<file path="config.mk">
export PLATFORM = sky130hd
export DESIGN_NAME = square_duty_generator_flat
export DESIGN_NICKNAME = d
export VERILOG_FILES = /design/src/sv/sdg_pkg.sv /design/src/sv/sdg_channels.sv /design/src/sv/sdg_divider.sv /design/src/sv/sdg_datapath.sv /design/src/sv/sdg_controller.sv /design/src/sv/square_duty_generator.sv /design/src/flat_wrapper.sv
export SDC_FILE = /design/constraint.sdc
export NUM_CORES = 1
export LEC_CHECK = 0
export BUFFER_PORTS_ARGS = -buffer_cell sky130_fd_sc_hd__buf_2
export CAP_MARGIN = 20
export CORE_MARGIN = 1.5
export CORE_UTILIZATION = 48
export DETAILED_ROUTE_END_ITERATION = 16
export SYNTH_ARGS = -nofsm -noshare
export SYNTH_HDL_FRONTEND = slang
export SYNTH_SLANG_ARGS = --single-unit
</file>
<file path="constraint.sdc">
create_clock -name clock -period 9.65 [get_ports clock]
set_input_delay 0.965 -clock clock [delete_from_list [all_inputs] [get_ports clock]]
set_output_delay 0.965 -clock clock [all_outputs]
set_load 0.05 [all_outputs]
</file>
<file path="src/sv/sdg_pkg.sv">
// Shared types, constants and helpers of the square duty generator.
package sdg_pkg;

   localparam int unsigned TONE_W    = 12;
   localparam int unsigned TICKS_W   = 12;
   localparam int unsigned COUNT_W   = 14;
   localparam int unsigned WTICKS_W  = 21;
   localparam int unsigned WSUM_W    = 22;
   localparam int unsigned LEVEL_W   = 16;
   localparam int unsigned DIV_NUM_W = 36;
   localparam int unsigned DIV_DEN_W = 22;
   localparam int unsigned DIV_Q_W   = 16;

   localparam logic [TICKS_W-1:0]  TICKS_MAX  = 12'd4095;
   localparam logic [WTICKS_W-1:0] WINDOW_MAX = 21'd1048575;

   localparam logic signed [LEVEL_W-1:0] LEVEL_HIGH = 16'sd16384;
   localparam logic signed [LEVEL_W-1:0] LEVEL_LOW  = -16'sd16384;
   localparam logic signed [LEVEL_W-1:0] LEVEL_ZERO = 16'sd0;

   // bit s of a pattern is the level at step s
   localparam logic [7:0] DUTY_PATTERNS [4] = '{8'h80, 8'h81, 8'hE1, 8'h7E};

   typedef enum logic [1:0] {
      KIND_ADVANCE = 2'd0,
      KIND_TRIGGER = 2'd1,
      KIND_SAMPLE  = 2'd2,
      KIND_UNUSED  = 2'd3
   } sdg_kind_type;

   typedef enum logic [1:0] {
      CSR_TONE_FREQUENCY = 2'd0,
      CSR_DUTY_MODE      = 2'd1,
      CSR_SYNTHESIS_MODE = 2'd2
   } sdg_csr_type;

   typedef enum logic [2:0] {
      ST_IDLE,
      ST_DISPATCH,
      ST_INTERP,
      ST_DIV,
      ST_OUT
   } sdg_state_type;

   typedef struct packed {
      logic capture;
      logic trigger;
      logic naive_sub;
      logic div_naive;
      logic naive_finish;
      logic interp_open;
      logic interp_step;
      logic sample_naive;
      logic sample_direct;
      logic div_sample;
      logic sample_finish;
      logic load_out;
   } sdg_cmd_type;

   typedef struct packed {
      sdg_kind_type kind;
      logic         naive_mode;
      logic         halted;
      logic         cd_gt_ticks;
      logic         cd_gt_rem;
      logic         changed;
      logic         nyquist;
      logic         win_empty;
      logic         div_overflow;
      logic         div_done;
   } sdg_status_type;

   function automatic logic duty_level(input logic [1:0] duty, input logic [2:0] step);
      logic [7:0] pattern;
      pattern = DUTY_PATTERNS[duty];
      return pattern[step];
   endfunction

endpackage

</file>
<file path="src/sv/sdg_channels.sv">
// Request and response channel interfaces of the square duty generator.
interface sdg_req_if;
   import sdg_pkg::*;
   logic                 valid;
   logic                 ready;
   logic [1:0]           kind;
   logic [TICKS_W-1:0]   ticks;

   modport source (output valid, output kind, output ticks, input ready);
   modport sink (input valid, input kind, input ticks, output ready);
endinterface

interface sdg_rsp_if;
   import sdg_pkg::*;
   logic                      valid;
   logic                      ready;
   logic signed [LEVEL_W-1:0] sample_level;

   modport source (output valid, output sample_level, input ready);
   modport sink (input valid, input sample_level, output ready);
endinterface

</file>
<file path="src/sv/sdg_divider.sv">
// Restoring divider, one quotient bit per cycle, sixteen quotient bits.
module sdg_divider (
   input  logic                            clock,
   input  logic                            reset,
   input  logic                            start,
   input  logic [sdg_pkg::DIV_NUM_W-1:0]   numerator,
   input  logic [sdg_pkg::DIV_DEN_W-1:0]   denominator,
   output logic                            done,
   output logic [sdg_pkg::DIV_Q_W-1:0]     quotient,
   output logic [sdg_pkg::DIV_DEN_W-1:0]   remainder
);
   import sdg_pkg::*;

   logic [DIV_DEN_W-1:0] rem_ff, rem_in;
   logic [DIV_DEN_W-1:0] den_ff, den_in;
   logic [DIV_Q_W-1:0]   low_ff, low_in;
   logic [3:0]           count_ff, count_in;
   logic                 running_ff, running_in;
   logic                 done_ff, done_in;
   logic [DIV_DEN_W:0]   trial;
   logic [DIV_DEN_W:0]   diff;

   // caller guarantees numerator >> 16 < denominator
   always_comb begin
      rem_in     = rem_ff;
      den_in     = den_ff;
      low_in     = low_ff;
      count_in   = count_ff;
      running_in = running_ff;
      done_in    = 1'b0;
      trial      = {rem_ff, low_ff[DIV_Q_W-1]};
      diff       = trial - {1'b0, den_ff};
      if (start) begin
         rem_in     = {{(DIV_DEN_W-(DIV_NUM_W-DIV_Q_W)){1'b0}}, numerator[DIV_NUM_W-1:DIV_Q_W]};
         low_in     = numerator[DIV_Q_W-1:0];
         den_in     = denominator;
         count_in   = 4'd15;
         running_in = 1'b1;
      end else if (running_ff) begin
         if (trial >= {1'b0, den_ff}) begin
            rem_in = diff[DIV_DEN_W-1:0];
            low_in = {low_ff[DIV_Q_W-2:0], 1'b1};
         end else begin
            rem_in = trial[DIV_DEN_W-1:0];
            low_in = {low_ff[DIV_Q_W-2:0], 1'b0};
         end
         if (count_ff == 4'd0) begin
            running_in = 1'b0;
            done_in    = 1'b1;
         end else begin
            count_in = count_ff - 4'd1;
         end
      end
   end

   always_ff @(posedge clock) begin
      if (reset) begin
         running_ff <= 1'b0;
         done_ff    <= 1'b0;
         count_ff   <= 4'd0;
      end else begin
         running_ff <= running_in;
         done_ff    <= done_in;
         count_ff   <= count_in;
      end
   end

   always_ff @(posedge clock) begin
      rem_ff <= rem_in;
      den_ff <= den_in;
      low_ff <= low_in;
   end

   assign done      = done_ff;
   assign quotient  = low_ff;
   assign remainder = rem_ff;
endmodule

</file>
<file path="src/sv/sdg_datapath.sv">
// Datapath: configuration, waveform timer, sample window and result registers.
module sdg_datapath (
   input  logic                                 clock,
   input  logic                                 reset,
   input  sdg_pkg::sdg_cmd_type                 cmd,
   output sdg_pkg::sdg_status_type              status,
   input  logic [1:0]                           req_kind,
   input  logic [sdg_pkg::TICKS_W-1:0]          req_ticks,
   input  logic                                 csr_write_enable,
   input  logic [1:0]                           csr_index,
   input  logic [sdg_pkg::TONE_W-1:0]           csr_write_data,
   output logic signed [sdg_pkg::LEVEL_W-1:0]   rsp_sample_level
);
   import sdg_pkg::*;

   logic [TONE_W-1:0]          tone_ff;
   logic [1:0]                 duty_ff;
   logic                       synth_ff;
   sdg_kind_type               kind_ff;
   logic [TICKS_W-1:0]         ticks_ff;
   logic [TICKS_W-1:0]         rem_ff;
   logic [COUNT_W-1:0]         countdown_ff;
   logic [2:0]                 step_ff;
   logic                       changed_ff;
   logic                       nyquist_ff;
   logic [WTICKS_W-1:0]        wticks_ff;
   logic signed [WSUM_W-1:0]   wsum_ff;
   logic signed [LEVEL_W-1:0]  result_ff;
   logic signed [LEVEL_W-1:0]  out_level_ff;

   logic                       halted;
   logic [COUNT_W-1:0]         period;
   logic                       level;
   logic [TICKS_W-1:0]         ticks_in;
   logic [TICKS_W-1:0]         naive_d;
   logic [WTICKS_W:0]          wticks_wide;
   logic [WTICKS_W-1:0]        wticks_in;
   logic [TICKS_W-1:0]         add_mag;
   logic signed [WSUM_W:0]     sum_ext;
   logic signed [WSUM_W:0]     add_ext;
   logic signed [WSUM_W:0]     sum_wide;
   logic signed [WSUM_W-1:0]   sum_in;
   logic signed [WSUM_W-1:0]   sum_neg;
   logic [WTICKS_W-1:0]        mag;
   logic [DIV_NUM_W-1:0]       num_sample;
   logic [DIV_NUM_W+1:0]       ovf_limit;
   logic [DIV_NUM_W-1:0]       div_num;
   logic [DIV_DEN_W-1:0]       div_den;
   logic                       div_done;
   logic [DIV_Q_W-1:0]         div_q;
   logic [DIV_DEN_W-1:0]       div_r;
   logic [DIV_Q_W-1:0]         q_clamped;
   logic signed [LEVEL_W-1:0]  q_signed;
   logic signed [LEVEL_W-1:0]  direct_level;

   // period is (2048 - code) * 4; codes with bit 11 set halt the timer
   assign halted = tone_ff[TONE_W-1];
   assign period = halted ? '0 : {12'd2048 - {1'b0, tone_ff[TONE_W-2:0]}, 2'b00};
   assign level  = duty_level(duty_ff, step_ff);

   assign ticks_in = (req_ticks > TICKS_MAX) ? TICKS_MAX : req_ticks;
   assign naive_d  = ticks_ff - countdown_ff[TICKS_W-1:0];

   assign wticks_wide = {1'b0, wticks_ff} + {{(WTICKS_W+1-TICKS_W){1'b0}}, ticks_ff};
   assign wticks_in   = (wticks_wide > {1'b0, WINDOW_MAX}) ? WINDOW_MAX
                                                           : wticks_wide[WTICKS_W-1:0];

   // in the step-change branch countdown <= rem, so it fits the tick width
   assign add_mag  = status.cd_gt_rem ? rem_ff : countdown_ff[TICKS_W-1:0];
   assign sum_ext  = {wsum_ff[WSUM_W-1], wsum_ff};
   assign add_ext  = {{(WSUM_W+1-TICKS_W){1'b0}}, add_mag};
   assign sum_wide = level ? (sum_ext + add_ext) : (sum_ext - add_ext);
   always_comb begin
      if (sum_wide > $signed({2'b00, WINDOW_MAX}))
         sum_in = $signed({1'b0, WINDOW_MAX});
      else if (sum_wide < -$signed({2'b00, WINDOW_MAX}))
         sum_in = -$signed({1'b0, WINDOW_MAX});
      else
         sum_in = sum_wide[WSUM_W-1:0];
   end

   // rounded average: (mag * 2^15 + ticks) / (2 * ticks)
   assign sum_neg    = -wsum_ff;
   assign mag        = wsum_ff[WSUM_W-1] ? sum_neg[WTICKS_W-1:0] : wsum_ff[WTICKS_W-1:0];
   assign num_sample = {mag, 15'b0} + {{(DIV_NUM_W-WTICKS_W){1'b0}}, wticks_ff};
   assign ovf_limit  = {wticks_ff, 17'b0};

   assign div_num = cmd.div_sample ? num_sample
                                   : {{(DIV_NUM_W-TICKS_W){1'b0}}, naive_d};
   assign div_den = cmd.div_sample ? {wticks_ff, 1'b0}
                                   : {{(DIV_DEN_W-COUNT_W){1'b0}}, period};

   sdg_divider u_divider (
      .clock       (clock),
      .reset       (reset),
      .start       (cmd.div_naive | cmd.div_sample),
      .numerator   (div_num),
      .denominator (div_den),
      .done        (div_done),
      .quotient    (div_q),
      .remainder   (div_r)
   );

   assign q_clamped    = (div_q > 16'd16384) ? 16'd16384 : div_q;
   assign q_signed     = wsum_ff[WSUM_W-1] ? (LEVEL_ZERO - $signed(q_clamped))
                                           : $signed(q_clamped);
   assign direct_level = status.win_empty ? LEVEL_ZERO
                       : (wsum_ff[WSUM_W-1] ? LEVEL_LOW : LEVEL_HIGH);

   always_comb begin
      status.kind         = kind_ff;
      status.naive_mode   = ~synth_ff;
      status.halted       = halted;
      status.cd_gt_ticks  = countdown_ff > {{(COUNT_W-TICKS_W){1'b0}}, ticks_ff};
      status.cd_gt_rem    = countdown_ff > {{(COUNT_W-TICKS_W){1'b0}}, rem_ff};
      status.changed      = changed_ff;
      status.nyquist      = nyquist_ff;
      status.win_empty    = (wticks_ff == '0) | nyquist_ff;
      status.div_overflow = {2'b00, num_sample} >= ovf_limit;
      status.div_done     = div_done;
   end

   always_ff @(posedge clock) begin
      if (reset) begin
         tone_ff  <= 12'd2048;
         duty_ff  <= 2'd0;
         synth_ff <= 1'b1;
      end else if (csr_write_enable) begin
         unique case (csr_index)
            CSR_TONE_FREQUENCY: tone_ff  <= csr_write_data;
            CSR_DUTY_MODE:      duty_ff  <= csr_write_data[1:0];
            CSR_SYNTHESIS_MODE: synth_ff <= csr_write_data[0];
            default: ;
         endcase
      end
   end

   always_ff @(posedge clock) begin
      if (reset) begin
         countdown_ff <= '0;
         step_ff      <= 3'd0;
         changed_ff   <= 1'b0;
         nyquist_ff   <= 1'b0;
         wticks_ff    <= '0;
         wsum_ff      <= '0;
      end else begin
         if (cmd.trigger) begin
            step_ff      <= 3'd0;
            countdown_ff <= period;
         end
         if (cmd.naive_sub)
            countdown_ff <= countdown_ff - {{(COUNT_W-TICKS_W){1'b0}}, ticks_ff};
         if (cmd.naive_finish) begin
            step_ff      <= step_ff + div_q[2:0] + 3'd1;
            countdown_ff <= period - div_r[COUNT_W-1:0];
         end
         if (cmd.interp_open)
            wticks_ff <= wticks_in;
         if (cmd.interp_step) begin
            if (status.cd_gt_rem) begin
               countdown_ff <= countdown_ff - {{(COUNT_W-TICKS_W){1'b0}}, rem_ff};
               wsum_ff      <= sum_in;
            end else if (changed_ff) begin
               nyquist_ff <= 1'b1;
            end else begin
               changed_ff   <= 1'b1;
               wsum_ff      <= sum_in;
               step_ff      <= step_ff + 3'd1;
               countdown_ff <= period;
            end
         end
         if (cmd.sample_direct || cmd.sample_finish) begin
            changed_ff <= 1'b0;
            nyquist_ff <= 1'b0;
            wticks_ff  <= '0;
            wsum_ff    <= '0;
         end
      end
   end

   always_ff @(posedge clock) begin
      if (cmd.capture) begin
         kind_ff  <= sdg_kind_type'(req_kind);
         ticks_ff <= ticks_in;
      end
      if (cmd.interp_open)
         rem_ff <= ticks_ff;
      else if (cmd.interp_step)
         rem_ff <= rem_ff - countdown_ff[TICKS_W-1:0];
      if (cmd.sample_naive)
         result_ff <= level ? LEVEL_HIGH : LEVEL_LOW;
      else if (cmd.sample_direct)
         result_ff <= direct_level;
      else if (cmd.sample_finish)
         result_ff <= q_signed;
      if (cmd.load_out)
         out_level_ff <= result_ff;
   end

   assign rsp_sample_level = out_level_ff;
endmodule

</file>
<file path="src/sv/sdg_controller.sv">
// Controller: sequences one transaction at a time and owns the response valid.
module sdg_controller (
   input  logic                      clock,
   input  logic                      reset,
   input  logic                      req_valid,
   output logic                      req_ready,
   output logic                      rsp_valid,
   input  logic                      rsp_ready,
   input  sdg_pkg::sdg_status_type   status,
   output sdg_pkg::sdg_cmd_type      cmd
);
   import sdg_pkg::*;

   sdg_state_type state_ff, state_in;
   logic          rsp_valid_ff, rsp_valid_in;
   logic          out_free;

   assign out_free = ~rsp_valid_ff | rsp_ready;

   always_comb begin
      state_in = state_ff;
      unique case (state_ff)
         ST_IDLE: begin
            if (req_valid) state_in = ST_DISPATCH;
         end
         ST_DISPATCH: begin
            unique case (status.kind)
               KIND_ADVANCE: begin
                  if (status.halted)
                     state_in = ST_IDLE;
                  else if (status.naive_mode)
                     state_in = status.cd_gt_ticks ? ST_IDLE : ST_DIV;
                  else
                     state_in = status.nyquist ? ST_IDLE : ST_INTERP;
               end
               KIND_SAMPLE: begin
                  if (status.naive_mode || status.win_empty || status.div_overflow)
                     state_in = ST_OUT;
                  else
                     state_in = ST_DIV;
               end
               default: state_in = ST_IDLE;
            endcase
         end
         ST_INTERP: begin
            // the advance ends on a partial step or on a second step change
            if (status.cd_gt_rem || status.changed) state_in = ST_IDLE;
         end
         ST_DIV: begin
            if (status.div_done)
               state_in = (status.kind == KIND_ADVANCE) ? ST_IDLE : ST_OUT;
         end
         ST_OUT: begin
            if (out_free) state_in = ST_IDLE;
         end
         default: state_in = ST_IDLE;
      endcase
   end

   always_comb begin
      cmd = '0;
      unique case (state_ff)
         ST_IDLE: cmd.capture = req_valid;
         ST_DISPATCH: begin
            unique case (status.kind)
               KIND_ADVANCE: begin
                  if (!status.halted) begin
                     if (status.naive_mode) begin
                        cmd.naive_sub = status.cd_gt_ticks;
                        cmd.div_naive = ~status.cd_gt_ticks;
                     end else begin
                        cmd.interp_open = ~status.nyquist;
                     end
                  end
               end
               KIND_TRIGGER: cmd.trigger = 1'b1;
               KIND_SAMPLE: begin
                  if (status.naive_mode)
                     cmd.sample_naive = 1'b1;
                  else if (status.win_empty || status.div_overflow)
                     cmd.sample_direct = 1'b1;
                  else
                     cmd.div_sample = 1'b1;
               end
               default: ;
            endcase
         end
         ST_INTERP: cmd.interp_step = 1'b1;
         ST_DIV: begin
            if (status.div_done) begin
               cmd.naive_finish  = (status.kind == KIND_ADVANCE);
               cmd.sample_finish = (status.kind != KIND_ADVANCE);
            end
         end
         ST_OUT: cmd.load_out = out_free;
         default: ;
      endcase
   end

   always_comb begin
      if (cmd.load_out)
         rsp_valid_in = 1'b1;
      else if (rsp_ready)
         rsp_valid_in = 1'b0;
      else
         rsp_valid_in = rsp_valid_ff;
   end

   always_ff @(posedge clock) begin
      if (reset) begin
         state_ff     <= ST_IDLE;
         rsp_valid_ff <= 1'b0;
      end else begin
         state_ff     <= state_in;
         rsp_valid_ff <= rsp_valid_in;
      end
   end

   assign req_ready = (state_ff == ST_IDLE);
   assign rsp_valid = rsp_valid_ff;
endmodule

</file>
<file path="src/sv/square_duty_generator.sv">
// Top level of the square duty generator: controller, datapath and channels.
//
// Usage:
//   req_channel carries one transaction per item: kind 0 advances the timer by
//   ticks, kind 1 restarts the waveform, kind 2 asks for one sample, kind 3 is
//   dropped. Only kind 2 produces a transaction on rsp_channel (Q2.14 level).
//   csr_* writes tone frequency, duty pattern and naive/averaged mode; write
//   them only while no transaction is in flight.
// Sequencing:
//   req ready is high only in the idle state; one transaction is worked at a
//   time. Restart, halted or short advances return from dispatch to idle;
//   an interpolating advance runs the interpolation state, repeating it when a
//   step change falls inside it. Naive wrapping advances and averaged samples
//   wait on the restoring divider; naive or direct samples skip it.
// Reset:
//   synchronous; timer, step and sample window clear, frequency code 2048
//   (halted), duty pattern 0, averaged mode.
// Backpressure:
//   the response sits in an output register until taken; the next request is
//   accepted meanwhile, and only a later result waits for the register.
module square_duty_generator (
   input  logic                         clock,
   input  logic                         reset,
   sdg_req_if.sink                      req_channel,
   sdg_rsp_if.source                    rsp_channel,
   input  logic                         csr_write_enable,
   input  logic [1:0]                   csr_index,
   input  logic [sdg_pkg::TONE_W-1:0]   csr_write_data
);
   import sdg_pkg::*;

   sdg_cmd_type                 cmd;
   sdg_status_type              status;
   logic                        req_ready;
   logic                        rsp_valid;
   logic signed [LEVEL_W-1:0]   sample_level;

   sdg_controller u_controller (
      .clock     (clock),
      .reset     (reset),
      .req_valid (req_channel.valid),
      .req_ready (req_ready),
      .rsp_valid (rsp_valid),
      .rsp_ready (rsp_channel.ready),
      .status    (status),
      .cmd       (cmd)
   );

   sdg_datapath u_datapath (
      .clock            (clock),
      .reset            (reset),
      .cmd              (cmd),
      .status           (status),
      .req_kind         (req_channel.kind),
      .req_ticks        (req_channel.ticks),
      .csr_write_enable (csr_write_enable),
      .csr_index        (csr_index),
      .csr_write_data   (csr_write_data),
      .rsp_sample_level (sample_level)
   );

   assign req_channel.ready        = req_ready;
   assign rsp_channel.valid        = rsp_valid;
   assign rsp_channel.sample_level = sample_level;
endmodule

</file>
<file path="src/flat_wrapper.sv">
// flat-port wrapper written by rule: the top's interface ports become plain ports
module square_duty_generator_flat import sdg_pkg::*;
  (clock, reset, csr_write_enable, csr_index, csr_write_data, req_channel_valid, req_channel_kind, req_channel_ticks, req_channel_ready, rsp_channel_valid, rsp_channel_sample_level, rsp_channel_ready);
  sdg_req_if req_channel_i ();
  sdg_rsp_if rsp_channel_i ();
  input  logic clock;
  input  logic reset;
  input  logic csr_write_enable;
  input  logic [1:0] csr_index;
  input  logic [sdg_pkg::TONE_W-1:0] csr_write_data;
  input wire logic [$bits(req_channel_i.valid)-1:0] req_channel_valid;
  input wire logic [$bits(req_channel_i.kind)-1:0] req_channel_kind;
  input wire logic [$bits(req_channel_i.ticks)-1:0] req_channel_ticks;
  output wire logic [$bits(req_channel_i.ready)-1:0] req_channel_ready;
  output wire logic [$bits(rsp_channel_i.valid)-1:0] rsp_channel_valid;
  output wire logic [$bits(rsp_channel_i.sample_level)-1:0] rsp_channel_sample_level;
  input wire logic [$bits(rsp_channel_i.ready)-1:0] rsp_channel_ready;
  assign req_channel_i.valid = req_channel_valid;
  assign req_channel_i.kind = req_channel_kind;
  assign req_channel_i.ticks = req_channel_ticks;
  assign req_channel_ready = req_channel_i.ready;
  assign rsp_channel_valid = rsp_channel_i.valid;
  assign rsp_channel_sample_level = rsp_channel_i.sample_level;
  assign rsp_channel_i.ready = rsp_channel_ready;
  square_duty_generator u_core (.clock(clock), .reset(reset), .req_channel(req_channel_i), .rsp_channel(rsp_channel_i), .csr_write_enable(csr_write_enable), .csr_index(csr_index), .csr_write_data(csr_write_data));
endmodule
</file>
==> run summary, run 1 <==
# rows: 69
Max clock buf depth: 3
vias in the first global route: 14.58k
Avg Cell Area, Syn: 8.281 µm²
count of cells resized by post-cts repair: 0
number of hold-repair buffers added at the cts stage: 0
startpoint class of the critical path: flip-flop
Detail Placement HPWL: 42010 µm
IO buf count: 50
clock skew: 21.06 ps
clock latency reported for the late side of the worst-skew pair: 560 ps
remaining number of nets flagged by the antenna check after routing: 0
wire length per cell: 21.38 µm
Post-synth EDFFs: 115
cell count after synthesis: 2069
setup bufs post-CTS: 0
leakage power summed over all cells: 7.753 nW
DR vias: 15.59k
Max Clk Rate: 0.1317 GHz
sum of routed wire length over all layers: 54440 µm
DIE HEIGHT: 191.9 µm
antenna violations before repair: 0
unrepaired setup endpoints after global routing: no
dominant cell by count in the synthesized netlist: sky130_fd_sc_hd__nand2_1
Final setup violation count: 0
overall die area: 36840 µm²
count of distinct cell types in the synthesized netlist: 78
H-tree Lvls: 1
total congestion overflow after global routing: 0
power density of the placed cells: 120.4 nW/µm²
netlist area before placement: 17130 µm²
Final Wtd Congestion: 0.9507
number of CTS-inserted buffers: 26
final critical-path share of the clock period: 78.68%
number of vias per cell: 6.122
Final Hold Violating Endpoints: 0
Max Cap Violations: 0
data arrival time of the critical path: 7990 ps
DRC Markers: 0
Clk Tree Root Cell: sky130_fd_sc_hd__clkbuf_16
transition at the pin with the smallest max-transition slack: 1043 ps
# clock sinks: 204
GRT Resource Usage Total: 29.40%
largest net degree at the start of global routing: 52
total of flip-flops plus latches after synthesis: 204
Hold/Removal Path Class: reg2reg
top cells by area in the synthesized netlist: sky130_fd_sc_hd__edfxtp_1 20%, sky130_fd_sc_hd__ha_1 11%, sky130_fd_sc_hd__dfxtp_1 10%, sky130_fd_sc_hd__a21oi_1 4.9%, sky130_fd_sc_hd__xnor2_1 4.8%
final-layout setup total negative slack: 0 ps
clock period minus worst slack: 7592 ps
clock edge transition at the registers on the reported setup and hold paths: 60 ps
first-pass GRT wire length: 83370 µm
Post-Place Cells: 2497
list of most frequent post-synthesis cells: 185 x sky130_fd_sc_hd__nand2_1, 168 x sky130_fd_sc_hd__nor2_1, 167 x sky130_fd_sc_hd__a21oi_1
Setup crit end kind: flip-flop
biggest area consumer among synthesized cells: sky130_fd_sc_hd__edfxtp_1
Synth async-reset ratio: 0%
CTS tree: done
Nets: 2257
top flip-flop cell by instance count after synthesis: sky130_fd_sc_hd__edfxtp_1
effective utilization at floorplan: 48.52%
fraction of layout instances using a drive strength above 1: 7.670%
portion of the post-synthesis area used by sequential elements: 30.55%
area share of the largest cell type after synthesis: 20.15%
data required time of the worst path: 10050 ps
area of the core: 35310 µm²
Die Width: 191.9 µm
Worst IR Drop VDD: 0.1253 mV
highest fanout seen on the critical path: 19
router iterations before antenna repair: 5
Post-Layout Cell Count: 2547
Max Slew Vio Count: 0
starting DRC count in detailed routing: 1367
post-synthesis net count: 2260
slew margin rel.: 29.84%
path type of the worst setup path: reg2reg
total inserted antenna cells: 0
growth of design area from synthesis to finish: 9.142%
I/O pin total: 51
status: completed
count of yosys warnings during synthesis: 0
==> flip-flops by register name, indices dropped and copies added (netlist names), 2 cells and up <==
| register | flops |
|---|---|
| u_core.u_controller.state_ff | 3 |
| u_core.u_datapath.countdown_ff | 14 |
| u_core.u_datapath.duty_ff | 2 |
| u_core.u_datapath.kind_ff | 2 |
| u_core.u_datapath.rem_ff | 12 |
| u_core.u_datapath.result_ff | 16 |
| u_core.u_datapath.rsp_sample_level | 16 |
| u_core.u_datapath.step_ff | 3 |
| u_core.u_datapath.ticks_ff | 12 |
| u_core.u_datapath.tone_ff | 12 |
| u_core.u_datapath.u_divider.count_ff | 4 |
| u_core.u_datapath.u_divider.den_ff | 21 |
| u_core.u_datapath.u_divider.quotient | 16 |
| u_core.u_datapath.u_divider.remainder | 22 |
| u_core.u_datapath.wsum_ff | 22 |
| u_core.u_datapath.wticks_ff | 21 |
==> layer usage <==
layer	vias to the layer above	share of wire, %	GRT usage (%)
li1	7535	-	-
met1	7382	45	41.23
met2	594	45	46.74
met3	82	6.9	3.727
met4	0	3.3	9.465
met5	-	0	0
==> area by class of cell <==
class                      count  area, µm²
sequential                   204       5235
timing repair buffer          75      432.9
fill                        3335      16610
clock inverter                13      157.7
multi-input combinational   1615      11000
inverter                     144      540.5
clock buffer                  35      757.0
tap                          461      576.8
==> logic make-up (layout without fill, tap and decap cells) <==
family          after synthesis  in the layout  synth area share, %
mux                          53             53                3.140
compound gates              596            596                22.40
simple gates                651            651                18.42
flops                       204            204                30.55
fa+ha+maj                   158            158                11.93
buf+inv                     250            267                5.528
xor+xnor                    157            157                8.025
==> critical path, stage by stage, from the launching register on <==
cell                       delay (ps)
sky130_fd_sc_hd__dfxtp_1          370
sky130_fd_sc_hd__inv_1            120
sky130_fd_sc_hd__ha_1             170
sky130_fd_sc_hd__inv_1             60
sky130_fd_sc_hd__fa_1             390
sky130_fd_sc_hd__a21o_1           220
sky130_fd_sc_hd__a221oi_1         450
sky130_fd_sc_hd__o31a_1           300
sky130_fd_sc_hd__o21ai_4          180
sky130_fd_sc_hd__a21oi_1          320
sky130_fd_sc_hd__ha_1             440
sky130_fd_sc_hd__nand4_1          160
sky130_fd_sc_hd__a311oi_1         270
sky130_fd_sc_hd__o21a_1           220
sky130_fd_sc_hd__a21oi_1          140
sky130_fd_sc_hd__nor2b_1          220
sky130_fd_sc_hd__ha_1             370
sky130_fd_sc_hd__and3_1           210
sky130_fd_sc_hd__a221o_1          320
sky130_fd_sc_hd__a31o_2           260
sky130_fd_sc_hd__o311ai_0         830
sky130_fd_sc_hd__xnor2_1          180
sky130_fd_sc_hd__o22ai_1          200
sky130_fd_sc_hd__a22oi_1          140
sky130_fd_sc_hd__a21oi_2          700
sky130_fd_sc_hd__o22ai_1          210
==> placed cells by master, fill, tap and decap left out, drive strengths merged, types with 36 or more instances in the layout <==
master	count
nand2	185
a21oi	169
nor2	168
ha	149
inv	144
o21ai	120
edfxtp	115
xnor2	94
dfxtp	89
buf	74
xor2	63
nor3	55
mux2i	47
a21o	43
nand3	42
clkbuf	36
==> power by group <==
part / leakage [nW] / internal (mW) / switching, mW
combinational: 5.50 / 0.103 / 0.171
clock: 0.453 / 0.632 / 0.398
sequential: 1.80 / 0.927 / 0.0204
total: 7.75 / 1.66 / 0.589
==> per-stage QoR <==
stage	power [mW]	setup WS, ps	util, %	hold WS, ps	cell area (µm²)
2_1_floorplan	1.152	2838	-	400.3	17130
3_3_place_gp	1.232	2374	50.30	400.7	17760
3_5_place_dp	1.234	2170	50.33	404.5	17770
4_1_cts	2.260	2140	52.93	418.0	18690
5_1_grt	2.319	1455	52.96	429.1	18700
6_report	2.251	2058	52.96	416.9	18700
==> final timing paths <==
kind	end	startpoint	depth (start not counted)	slack (ps)
worst max-delay path	u_core.u_datapath.wsum_ff[14]$_SDFFE_PP0P_	u_core.u_datapath.countdown_ff[0]$_SDFF_PP0_	25	2060
worst min-delay path	u_core.u_datapath.rsp_sample_level[7]$_DFFE_PP_	u_core.u_datapath.result_ff[7]$_SDFFCE_PP0P_	0	420
worst max register to register	u_core.u_datapath.wsum_ff[14]$_SDFFE_PP0P_	u_core.u_datapath.countdown_ff[0]$_SDFF_PP0_	25	2060
worst min register to register	u_core.u_datapath.rsp_sample_level[7]$_DFFE_PP_	u_core.u_datapath.result_ff[7]$_SDFFCE_PP0P_	0	420
(Power assumes the default switching activity.)
==> run 2, diff against run 1 <==
ABC_AREA = 1   (was unset)
PLACE_DENSITY = 0.67   (was unset)
clock period = 6.9 ns   (was 9.65 ns; I/O delays follow)
==> run 2 against run 1 <==
Flip-flop and latch count unchanged; critical path type unchanged; register-to-register slack lost 1300 ps; wire length is 1.4% higher; utilization decreased by 0.28 points; sequential power up 65%.
==> run summary, run 2 <==
Post-Layout Cell Count: 2874 (was 2547)
total congestion overflow after global routing: 0 (unchanged)
remaining number of nets flagged by the antenna check after routing: 0 (unchanged)
list of most frequent post-synthesis cells: 465 x sky130_fd_sc_hd__nand2_1, 333 x sky130_fd_sc_hd__inv_1, 210 x sky130_fd_sc_hd__o21ai_0 (was 185 x sky130_fd_sc_hd__nand2_1, 168 x sky130_fd_sc_hd__nor2_1, 167 x sky130_fd_sc_hd__a21oi_1)
vias in the first global route: 15.41k (was 14.58k)
Detail Placement HPWL: 43270 µm (was 42010 µm)
CP max stage delay: 560 ps (was 830 ps)
internal reg-to-reg setup slack: 720 ps (was 2060 ps)
data required time of the worst path: 7280 ps (was 10050 ps)
fraction of layout instances using a drive strength above 1: 7.667% (was 7.670%)
post-synthesis net count: 2565 (was 2260)
Hold/Removal Path Class: in2reg (was reg2reg)
Max clock buf depth: 3 (unchanged)
most frequent cell on the critical path: sky130_fd_sc_hd__nand2_1 (was sky130_fd_sc_hd__ha_1)
portion of the post-synthesis area used by sequential elements: 30.38% (was 30.55%)
number of filler cells placed in the layout: 3422 (was 3335)
pre-CTS WS: 525.7 ps (was 2170 ps)
DR vias: 16.36k (was 15.59k)
leakage power summed over all cells: 8.712 nW (was 7.753 nW)
clock period minus worst slack: 6180 ps (was 7592 ps)
clock latency reported for the late side of the worst-skew pair: 560 ps (about the same)
area of the core: 35480 µm² (was 35310 µm²)
unrepaired setup endpoints after global routing: no (unchanged)
IO buf count: 50 (unchanged)
clock edge transition at the registers on the reported setup and hold paths: 60 ps (about the same)
Max Slew Vio Count: 0 (unchanged)
power density of the placed cells: 326.9 nW/µm² (was 120.4 nW/µm²)
DRC Markers: 0 (unchanged)
growth of design area from synthesis to finish: 8.482% (was 9.142%)
count of yosys warnings during synthesis: 0 (unchanged)
top flip-flop cell by instance count after synthesis: sky130_fd_sc_hd__edfxtp_1 (unchanged)
number of buffer and inverter instances along the worst setup path: 4 (was 2)
total of flip-flops plus latches after synthesis: 204 (unchanged)
top cells by area in the synthesized netlist: sky130_fd_sc_hd__edfxtp_1 20%, sky130_fd_sc_hd__ha_1 11%, sky130_fd_sc_hd__dfxtp_1 10%, sky130_fd_sc_hd__nand2_1 10%, sky130_fd_sc_hd__inv_1 7.3% (was sky130_fd_sc_hd__edfxtp_1 20%, sky130_fd_sc_hd__ha_1 11%, sky130_fd_sc_hd__dfxtp_1 10%, sky130_fd_sc_hd__a21oi_1 4.9%, sky130_fd_sc_hd__xnor2_1 4.8%)
effective utilization at floorplan: 48.56% (was 48.52%)
path type of the worst setup path: reg2reg (unchanged)
Post-synth EDFFs: 115 (unchanged)
CTS tree: done (unchanged)
Final Wtd Congestion: 0.9760 (was 0.9507)
Worst IR Drop VDD: 0.2547 mV (was 0.1253 mV)
Nets: 2588 (was 2257)
Max Clk Rate: 0.1618 GHz (was 0.1317 GHz)
I/O pin total: 51 (unchanged)
number of hold-repair buffers added at the cts stage: 0 (unchanged)
number of CTS-inserted buffers: 25 (was 26)
GRT Resource Usage Total: 29.86% (was 29.40%)
count of distinct cell types in the synthesized netlist: 66 (was 78)
sum of routed wire length over all layers: 55220 µm (was 54440 µm)
# rows: 69 (unchanged)
antenna violations before repair: 0 (unchanged)
overall die area: 37040 µm² (was 36840 µm²)
Avg Cell Area, Syn: 7.258 µm² (was 8.281 µm²)
transition at the pin with the smallest max-transition slack: 1015 ps (was 1043 ps)
most common cell after layout, fill and taps aside: sky130_fd_sc_hd__nand2_1 (unchanged)
Area after DPL: 17870 µm² (was 17770 µm²)
Final Hold Violating Endpoints: 0 (unchanged)
Synth async-reset ratio: 0% (unchanged)
final critical-path share of the clock period: 89.57% (was 78.68%)
router iterations before antenna repair: 5 (unchanged)
Post-Place Cells: 2831 (was 2497)
post-route cell area: 18690 µm² (was 18700 µm²)
Clk Tree Root Cell: sky130_fd_sc_hd__clkbuf_16 (unchanged)
largest net degree at the start of global routing: 53 (was 52)
data arrival time of the critical path: 6560 ps (was 7990 ps)
status: completed (unchanged)
first-pass GRT wire length: 85260 µm (was 83370 µm)
cell count after synthesis: 2374 (was 2069)
H-tree Lvls: 1 (unchanged)
highest fanout seen on the critical path: 35 (was 19)
starting DRC count in detailed routing: 1350 (was 1367)
startpoint class of the critical path: flip-flop (unchanged)
Final setup violation count: 0 (unchanged)
area share of the largest cell type after synthesis: 20.04% (was 20.15%)
wire length per cell: 19.21 µm (was 21.38 µm)
dominant cell by count in the synthesized netlist: sky130_fd_sc_hd__nand2_1 (unchanged)
netlist area before placement: 17230 µm² (was 17130 µm²)
clock skew: 18.69 ps (was 21.06 ps)
final critical-path setup slack: 719.9 ps (was 2058 ps)
total inserted antenna cells: 0 (unchanged)
most used cells in the layout excluding fill and tap cells: 465 x sky130_fd_sc_hd__nand2_1, 333 x sky130_fd_sc_hd__inv_1, 210 x sky130_fd_sc_hd__o21ai_0, 201 x sky130_fd_sc_hd__a21oi_1, 187 x sky130_fd_sc_hd__nor2_1 (was 185 x sky130_fd_sc_hd__nand2_1, 168 x sky130_fd_sc_hd__nor2_1, 166 x sky130_fd_sc_hd__a21oi_1, 149 x sky130_fd_sc_hd__ha_1, 143 x sky130_fd_sc_hd__inv_1)
Slowest-stage cell, CP: sky130_fd_sc_hd__dfxtp_1 (was sky130_fd_sc_hd__o311ai_0)
Setup crit end kind: flip-flop (unchanged)
biggest area consumer among synthesized cells: sky130_fd_sc_hd__edfxtp_1 (unchanged)
slew margin rel.: 32.15% (was 29.84%)
Die Width: 192.5 µm (was 191.9 µm)
total power: 6.111 mW (was 2.251 mW)
final-layout setup total negative slack: 0 ps (unchanged)
number of vias per cell: 5.693 (was 6.122)
# clock sinks: 204 (unchanged)
Max Cap Violations: 0 (unchanged)
Top delay family on crit path: simple AND/OR/NAND/NOR gates (was compound AO/OA/AOI/OAI gates)
DIE HEIGHT: 192.5 µm (was 191.9 µm)
==> run 2: cell count changes after synthesis, moves of 19 or more <==
cell	delta
sky130_fd_sc_hd__a21oi_1	+34
sky130_fd_sc_hd__nand3_1	+81
sky130_fd_sc_hd__xor2_1	+32
sky130_fd_sc_hd__o21ai_0	+93
sky130_fd_sc_hd__mux2i_1	-46
sky130_fd_sc_hd__a211oi_1	-24
sky130_fd_sc_hd__clkbuf_1	-37
sky130_fd_sc_hd__inv_1	+190
sky130_fd_sc_hd__a21o_1	-35
sky130_fd_sc_hd__o22ai_1	-24
sky130_fd_sc_hd__nor2_1	+19
sky130_fd_sc_hd__nand2b_1	-19
sky130_fd_sc_hd__nand2_1	+280
sky130_fd_sc_hd__xnor2_1	-61
==> run 2: final timing paths <==
check / to / depth (start not counted) / startpoint
hold / removal: u_core.u_datapath.ticks_ff[10]$_SDFFCE_PN1P_ / 1 / req_channel_ticks[10]
setup / recovery: u_core.u_datapath.u_divider.remainder[3]$_DFFE_PP_ / 32 / u_core.u_datapath.wsum_ff[21]$_SDFFE_PP0P_
hold reg to reg: u_core.u_datapath.rsp_sample_level[0]$_DFFE_PP_ / 0 / u_core.u_datapath.result_ff[0]$_SDFFCE_PP0P_
setup reg to reg: u_core.u_datapath.u_divider.remainder[3]$_DFFE_PP_ / 32 / u_core.u_datapath.wsum_ff[21]$_SDFFE_PP0P_
==> run 2: timing repair <==
action                     CTS  global route
gates resized for setup      0             1
buffers inserted             0             0
setup endpoints to repair    0            17
==> run 2: final cells by class <==
cell class	instances	area (µm²)	share of cell area, %
Clock inverter	15	180.2	0.9639
Sequential cell	204	5235	28.01
Clock buffer	28	636.9	3.407
Timing Repair Buffer	69	392.9	2.102
Inverter	337	1267	6.781
Tap cell	461	576.8	3.086
Multi-Input combinational cell	1760	10400	55.65
==> run 2: cells by family (layout without fill, tap and decap cells) <==
group / Yosys count / in the layout / share of synthesized area, %
compound gates: 541 / 541 / 17.81
xor+xnor: 128 / 128 / 6.506
fa+ha+maj: 158 / 158 / 11.87
buf+inv: 410 / 449 / 9.375
flops: 204 / 204 / 30.38
mux: 1 / 1 / 0.05810
simple gates: 932 / 932 / 24.00
==> run 2: routing by layer <==
layer / vias up / wire (µm) / track usage, %
li1: 8005 / - / -
met4: 0 / 1517 / 9.123
met1: 7665 / 24300 / 40.51
met5: - / 0 / 0
met2: 608 / 25410 / 49.79
met3: 84 / 3986 / 3.292
==> run 2: where the power goes <==
group	leakage [nW]	total, mW	switching, mW	internal (mW)
logic	6.54	3.19	2.13	1.06
registers	1.77	1.56	0.148	1.42
clock network	0.400	1.36	0.551	0.809
total	8.71	6.11	2.83	3.28
==> run 2: through the flow <==
stage                     util (%)  hold slack, ps
after floorplan                  -           400.3
after CTS                    52.66           285.1
final                        52.68           303.1
after detailed placement     50.35           404.5
after global placement       50.35           404.3
after global routing         52.68           304.7
